===== src/hw/rtl/ioa_pkg.sv =====
// ioa_pkg: shared types, opcodes, status codes and widths for the integer ALU.
// Used by every module under hw/rtl; depends on nothing.
`default_nettype none
package ioa_pkg;
  localparam int DataWidth  = 32;
  localparam int ShiftWidth = $clog2(DataWidth);
  // one divider cell per quotient bit, plus input, entry and exit stages
  localparam int NumCells   = DataWidth;
  localparam int Latency    = NumCells + 3;

  typedef logic [DataWidth-1:0] word_t;
  typedef logic [4:0]           opcode_t;
  typedef logic [1:0]           status_t;

  localparam opcode_t OpInc  = 5'd0;
  localparam opcode_t OpDec  = 5'd1;
  localparam opcode_t OpLnot = 5'd2;
  localparam opcode_t OpBnot = 5'd3;
  localparam opcode_t OpNeg  = 5'd4;
  localparam opcode_t OpAdd  = 5'd5;
  localparam opcode_t OpSub  = 5'd6;
  localparam opcode_t OpMul  = 5'd7;
  localparam opcode_t OpDiv  = 5'd8;
  localparam opcode_t OpMod  = 5'd9;
  localparam opcode_t OpAnd  = 5'd10;
  localparam opcode_t OpOr   = 5'd11;
  localparam opcode_t OpXor  = 5'd12;
  localparam opcode_t OpGt   = 5'd13;
  localparam opcode_t OpLt   = 5'd14;
  localparam opcode_t OpShl  = 5'd15;
  localparam opcode_t OpShr  = 5'd16;
  localparam opcode_t OpLand = 5'd17;
  localparam opcode_t OpLor  = 5'd18;
  localparam opcode_t OpEq   = 5'd19;

  localparam status_t StOk     = 2'd0;
  localparam status_t StDivZero = 2'd1;
  localparam status_t StUnsup  = 2'd2;

  // payload carried down the cell chain
  typedef struct packed {
    logic    vld;
    word_t   rem;      // partial remainder
    word_t   quo;      // dividend shifting out / quotient shifting in
    word_t   dvs;      // divisor magnitude
    logic    neg_q;    // negate quotient at exit
    logic    neg_r;    // negate remainder at exit
    logic    is_div;   // quotient path
    logic    is_mod;   // remainder path
    word_t   res;      // result of non-divide ops
    status_t st;
  } cell_t;
endpackage
`default_nettype wire


===== src/hw/rtl/ioa_cell.sv =====
// ioa_cell: one restoring-division step plus a register; passes the item to the next cell.
// Depends on ioa_pkg.
`default_nettype none
module ioa_cell
  import ioa_pkg::*;
(
  input  wire   clk,
  input  wire   rst_n,
  input  wire   adv,
  input  cell_t d_in,
  output cell_t d_out
);
  cell_t q_r, q_nxt;
  logic [DataWidth:0] shl_rem, diff;

  // shift one dividend bit in, try subtract
  always_comb begin
    shl_rem = {d_in.rem, d_in.quo[DataWidth-1]};
    diff    = shl_rem - {1'b0, d_in.dvs};
    q_nxt   = d_in;
    if (d_in.is_div || d_in.is_mod) begin
      if (!diff[DataWidth]) begin
        q_nxt.rem = diff[DataWidth-1:0];
        q_nxt.quo = {d_in.quo[DataWidth-2:0], 1'b1};
      end else begin
        q_nxt.rem = shl_rem[DataWidth-1:0];
        q_nxt.quo = {d_in.quo[DataWidth-2:0], 1'b0};
      end
    end
  end

  always_ff @(posedge clk) begin
    if (!rst_n) begin
      q_r.vld <= 1'b0;
    end else if (adv) begin
      q_r <= q_nxt;
    end
  end

  assign d_out = q_r;
endmodule
`default_nettype wire


===== config.mk =====
export PLATFORM = sky130hd
export DESIGN_NAME = ioa_cell
export DESIGN_NICKNAME = d
export VERILOG_FILES = /design/src/hw/rtl/ioa_pkg.sv /design/src/hw/rtl/ioa_cell.sv
export SDC_FILE = /design/constraint.sdc
export NUM_CORES = 1
export LEC_CHECK = 0
export ABC_AREA = 1
export BUFFER_PORTS_ARGS = -buffer_cell sky130_fd_sc_hd__buf_2
export CAP_MARGIN = 20
export CORE_UTILIZATION = 37
export CTS_CLUSTER_DIAMETER = 200
export DETAILED_ROUTE_END_ITERATION = 10
export PLACE_DENSITY_LB_ADDON = 0.15
export SLEW_MARGIN = 20
export SYNTH_ARGS = -nofsm -noshare
export SYNTH_HDL_FRONTEND = slang
export SYNTH_SLANG_ARGS = --single-unit

===== constraint.sdc =====
create_clock -name clk -period 9 [get_ports clk]
set_clock_uncertainty 0.15 [all_clocks]
set_input_delay 0.9 -clock clk [delete_from_list [all_inputs] [get_ports clk]]
set_output_delay 0.9 -clock clk [all_outputs]
set_load 0.01 [all_outputs]

Yosys cells after proc, flatten, opt, wreduce, memory -nomap -nowiden
Index checks and enable logic that the tools add are counted.
{"block": "totals", "regBits": 135, "input_bits": 138, "out_inout_bits": 135, "word_cells": 15}
{"block": "classes", "add_sub_neg": 1, "mux": 2, "n_reduce_logical": 2}
{"cell": "64-bit two-way mux", "count": 2}
{"cell": "33-bit by 32-bit subtractor with 33-bit output", "count": 1}
{"cell": "2-bit AND reduction", "count": 1}
{"cell": "1-bit logical OR", "count": 1}

Longest topological paths before layout
{"block": "logic_depth", "depth_word": 3, "depth_mapped": 19, "ltp_nobuf": 18}

Worst setup path after synthesis
Ideal clock, no wire load.
{"block": "synth_timing", "path_type": "input to register", "startpoint": "input port rst_n", "endpoint": "register q_r (netlist bit d_out[0]), enable pin", "setup_time_ns": 0.487, "arrival_time_ns": 3.517, "t_required_ns": 8.363, "setup_slack_ns": 4.847, "cell_stages": 2, "path_buffers": 0, "path_cell_list": "nand2_1 inv_1"}
{"block": "synth_via", "elab_chain_cells": 1}
{"element": "start: declaration", "line_no": "ioa_cell.sv:8", "source": "input wire rst_n,"}
{"element": "2-bit AND reduction (no source line)"}
{"element": "end signal: assignment", "line_no": "ioa_cell.sv:36", "source": "q_r <= q_nxt;"}
{"element": "end: declaration", "line_no": "ioa_cell.sv:13", "source": "cell_t q_r, q_nxt;"}
Every way passes these cells.
A chain may end at the register's enable or synchronous reset.

==> flow_metrics.env <==
export IMPL_arrival_ps=3860
export IMPL_diodes=0
export IMPL_cts_buffers=17
export IMPL_critical_path_class="in2reg"
export IMPL_fin_crit_ps=3830
export IMPL_crit_required_ps=9030
export IMPL_detail_route_antenna_nets=0
export IMPL_final_setup_viol_count=0
export IMPL_first_iter_violations=426
export IMPL_rows=53
export IMPL_synth_edff_count=134
export IMPL_drc=0
export IMPL_via_count=7309
export IMPL_cts_root_buf="clkbuf_16"
export IMPL_final_nets=1478
export IMPL_drv_slew=0
export IMPL_cts_setup_buffers=0
export IMPL_gp_congestion=0.862
export IMPL_seqCellArea_um2=4040
export IMPL_hold_buffers=0
export IMPL_clk_pin_slew_worst_paths_ps=70
export IMPL_grt_remaining_overflow=0
export IMPL_ios=273
export IMPL_yosysTopAreaCellShare_pct=49.4
export IMPL_cp_start_kind="input port"
export IMPL_ir_drop_mv=0.127
export IMPL_finalPower_w=0.00187
export IMPL_tritoncts="built"
export IMPL_worst_setup_path_end_kind="register"
export IMPL_drt_first_pass_iters=7
export IMPL_yosysSeqAreaShare_pct=49.6
export IMPL_ys_warn_count=0
export IMPL_async_reset_ff_share_pct=0
export IMPL_clock_fmax_ghz=0.261
export IMPL_rsz0062_at_grt="false"
export IMPL_grt_max_degree=75
export IMPL_grt_pass1_wl_mm=36.9
export IMPL_fillCellCount=2181
export IMPL_clock_sinks=135
export IMPL_synth_seq_cells=135
export IMPL_yosys_most_used_dff="edfxtp_1"
export IMPL_grt_use_total_pct=21.6
export IMPL_largest_reg_flops=135
export IMPL_antenna_found_initial=1
export IMPL_grt_pass1_vias=7030
export IMPL_yosys_cell_types_count=31
export IMPL_worst_pin_slew_ps=987
export IMPL_synth_nets=1206
export IMPL_htreeDepth=4
export IMPL_yosysMostFrequentCell="nand2_1"
export IMPL_p_leak_nw=5.52
export IMPL_multi_input_area_um2=3250
export IMPL_powerDensity_nw_per_um2=181
export IMPL_path_max_fanout=33
export IMPL_dp_hpwl_mm=18.6
export IMPL_via_per_inst=4.58
export IMPL_yosysTopAreaCell="edfxtp_1"
export IMPL_cts_resized=0
export IMPL_cts_buffer_depth=2
export IMPL_drv_cap=0
export IMPL_hp_class="reg2reg"
export IMPL_drive_above_1_share_pct=25.5
export IMPL_netlist_area_um2=8150
export IMPL_initial_core_util_pct=38.3
export IMPL_die_area_um2=22600
export IMPL_slew_headroom_pct=34.2
export IMPL_wire_per_inst_um=15.2
export IMPL_syn_avg_cell_area_um2=7.87
export IMPL_setup_slack_ps=5170
export IMPL_netlist_instances=1035
export IMPL_routed_wl_mm=24.2
export IMPL_status="finished, final reports clean"
export IMPL_core_um2=21300
export IMPL_fp_dieW_um=150
export IMPL_numPortBuffers=272
export IMPL_areaGrowthSynthToFinish_pct=27.2
export IMPL_tns_ps=0
export IMPL_finalCritPeriodShare_pct=42.5
export IMPL_die_y_um=150
export IMPL_synthTopCellsByArea="edfxtp_1, nand2_1, inv_1, ha_1, nand3_1"
export IMPL_clock_latency_ps=420
export IMPL_hold_violations=0
export IMPL_place_ws_ps=4710
export IMPL_yosys_top_cells_count="nand2_1, inv_1, edfxtp_1"
[where the power goes]
group	leakage, nW	internal [W]	switching, W
clock network	0.293	0.000398	0.000323
registers	1.26	0.000751	0.0000112
logic	3.97	0.000140	0.000252
[layer usage]
metal	wire [µm]	up-vias	global-route usage, %
li1	-	3765	-
met1	10700	3307	27.3
met2	11800	215	37.4
met3	1510	20	4.06
met4	243	2	5.86
met5	9	-	0
[kinds of logic (layout without fill, tap and decap cells)]
| logic type | after synthesis | after routing | share of synthesized area (%) |
|---|---|---|---|
| DFF | 135 | 135 | 49.6 |
| adders and majority gates | 33 | 33 | 5.16 |
| and+or+nand+nor | 607 | 607 | 31.3 |
| xor gates and xnor gates | 15 | 15 | 1.61 |
| buffers and inverters | 217 | 502 | 10.5 |
| AOI/OAI and AO/OA | 28 | 28 | 1.78 |
[placed cells by master, fill, tap and decap left out, drive strengths merged, types with 4 or more instances in the layout]
| master | count |
|---|---|
| nand2 | 463 |
| buf | 275 |
| inv | 203 |
| edfxtp | 134 |
| nand3 | 59 |
| nor2 | 43 |
| ha | 32 |
| nand3b | 24 |
| a21oi | 21 |
| clkbuf | 17 |
| xor2 | 15 |
| nand4 | 8 |
| and2 | 5 |
| o21ai | 5 |
| clkinv | 5 |
| nor3 | 4 |
[critical path: stages]
cell,delay [ps]
buf_2,110
inv_1,90
ha_1,230
fa_1,240
inv_1,70
nand2_1,50
nand2_1,60
nand3_1,80
nand2_2,110
nand2_1,90
nand2_2,100
nand2_2,110
nand3_2,620
nand2_4,700
nand3_1,140
nand2_1,100
nand2_1,40
[through the flow]
stage	area (µm²)	cells	util [%]	hold WS, ps
CTS	10400	1595	48.7	396
detailed placement	9760	1563	45.9	386
finish	10400	1595	48.7	387
global route	10400	1595	48.7	454
global placement	9760	1563	45.9	374
floorplan	8150	1035	-	405
[cell type report]
cell class                 instances  share of cell area (%)
inverter                         195                    7.11
multi-input combinational        683                    31.4
timing repair buffer             275                    13.4
tap                              275                    3.32
clock buffer                      17                    4.11
clock inverter                    15                    1.70
sequential                       135                    39.0
[path summary, 6_finish.rpt]
check,endpoint,depth (start not counted),slack [ps],from
setup reg to reg,d_out[134]$_SDFFE_PN0P_,2,8240,d_out[134]$_SDFFE_PN0P_
setup / recovery,d_out[133]$_DFFE_PP_,17,5170,d_in[101]
hold reg to reg,d_out[134]$_SDFFE_PN0P_,2,390,d_out[134]$_SDFFE_PN0P_
hold / removal,d_out[134]$_SDFFE_PN0P_,2,390,d_out[134]$_SDFFE_PN0P_
No activity file was read; power rests on OpenSTA's default activity.
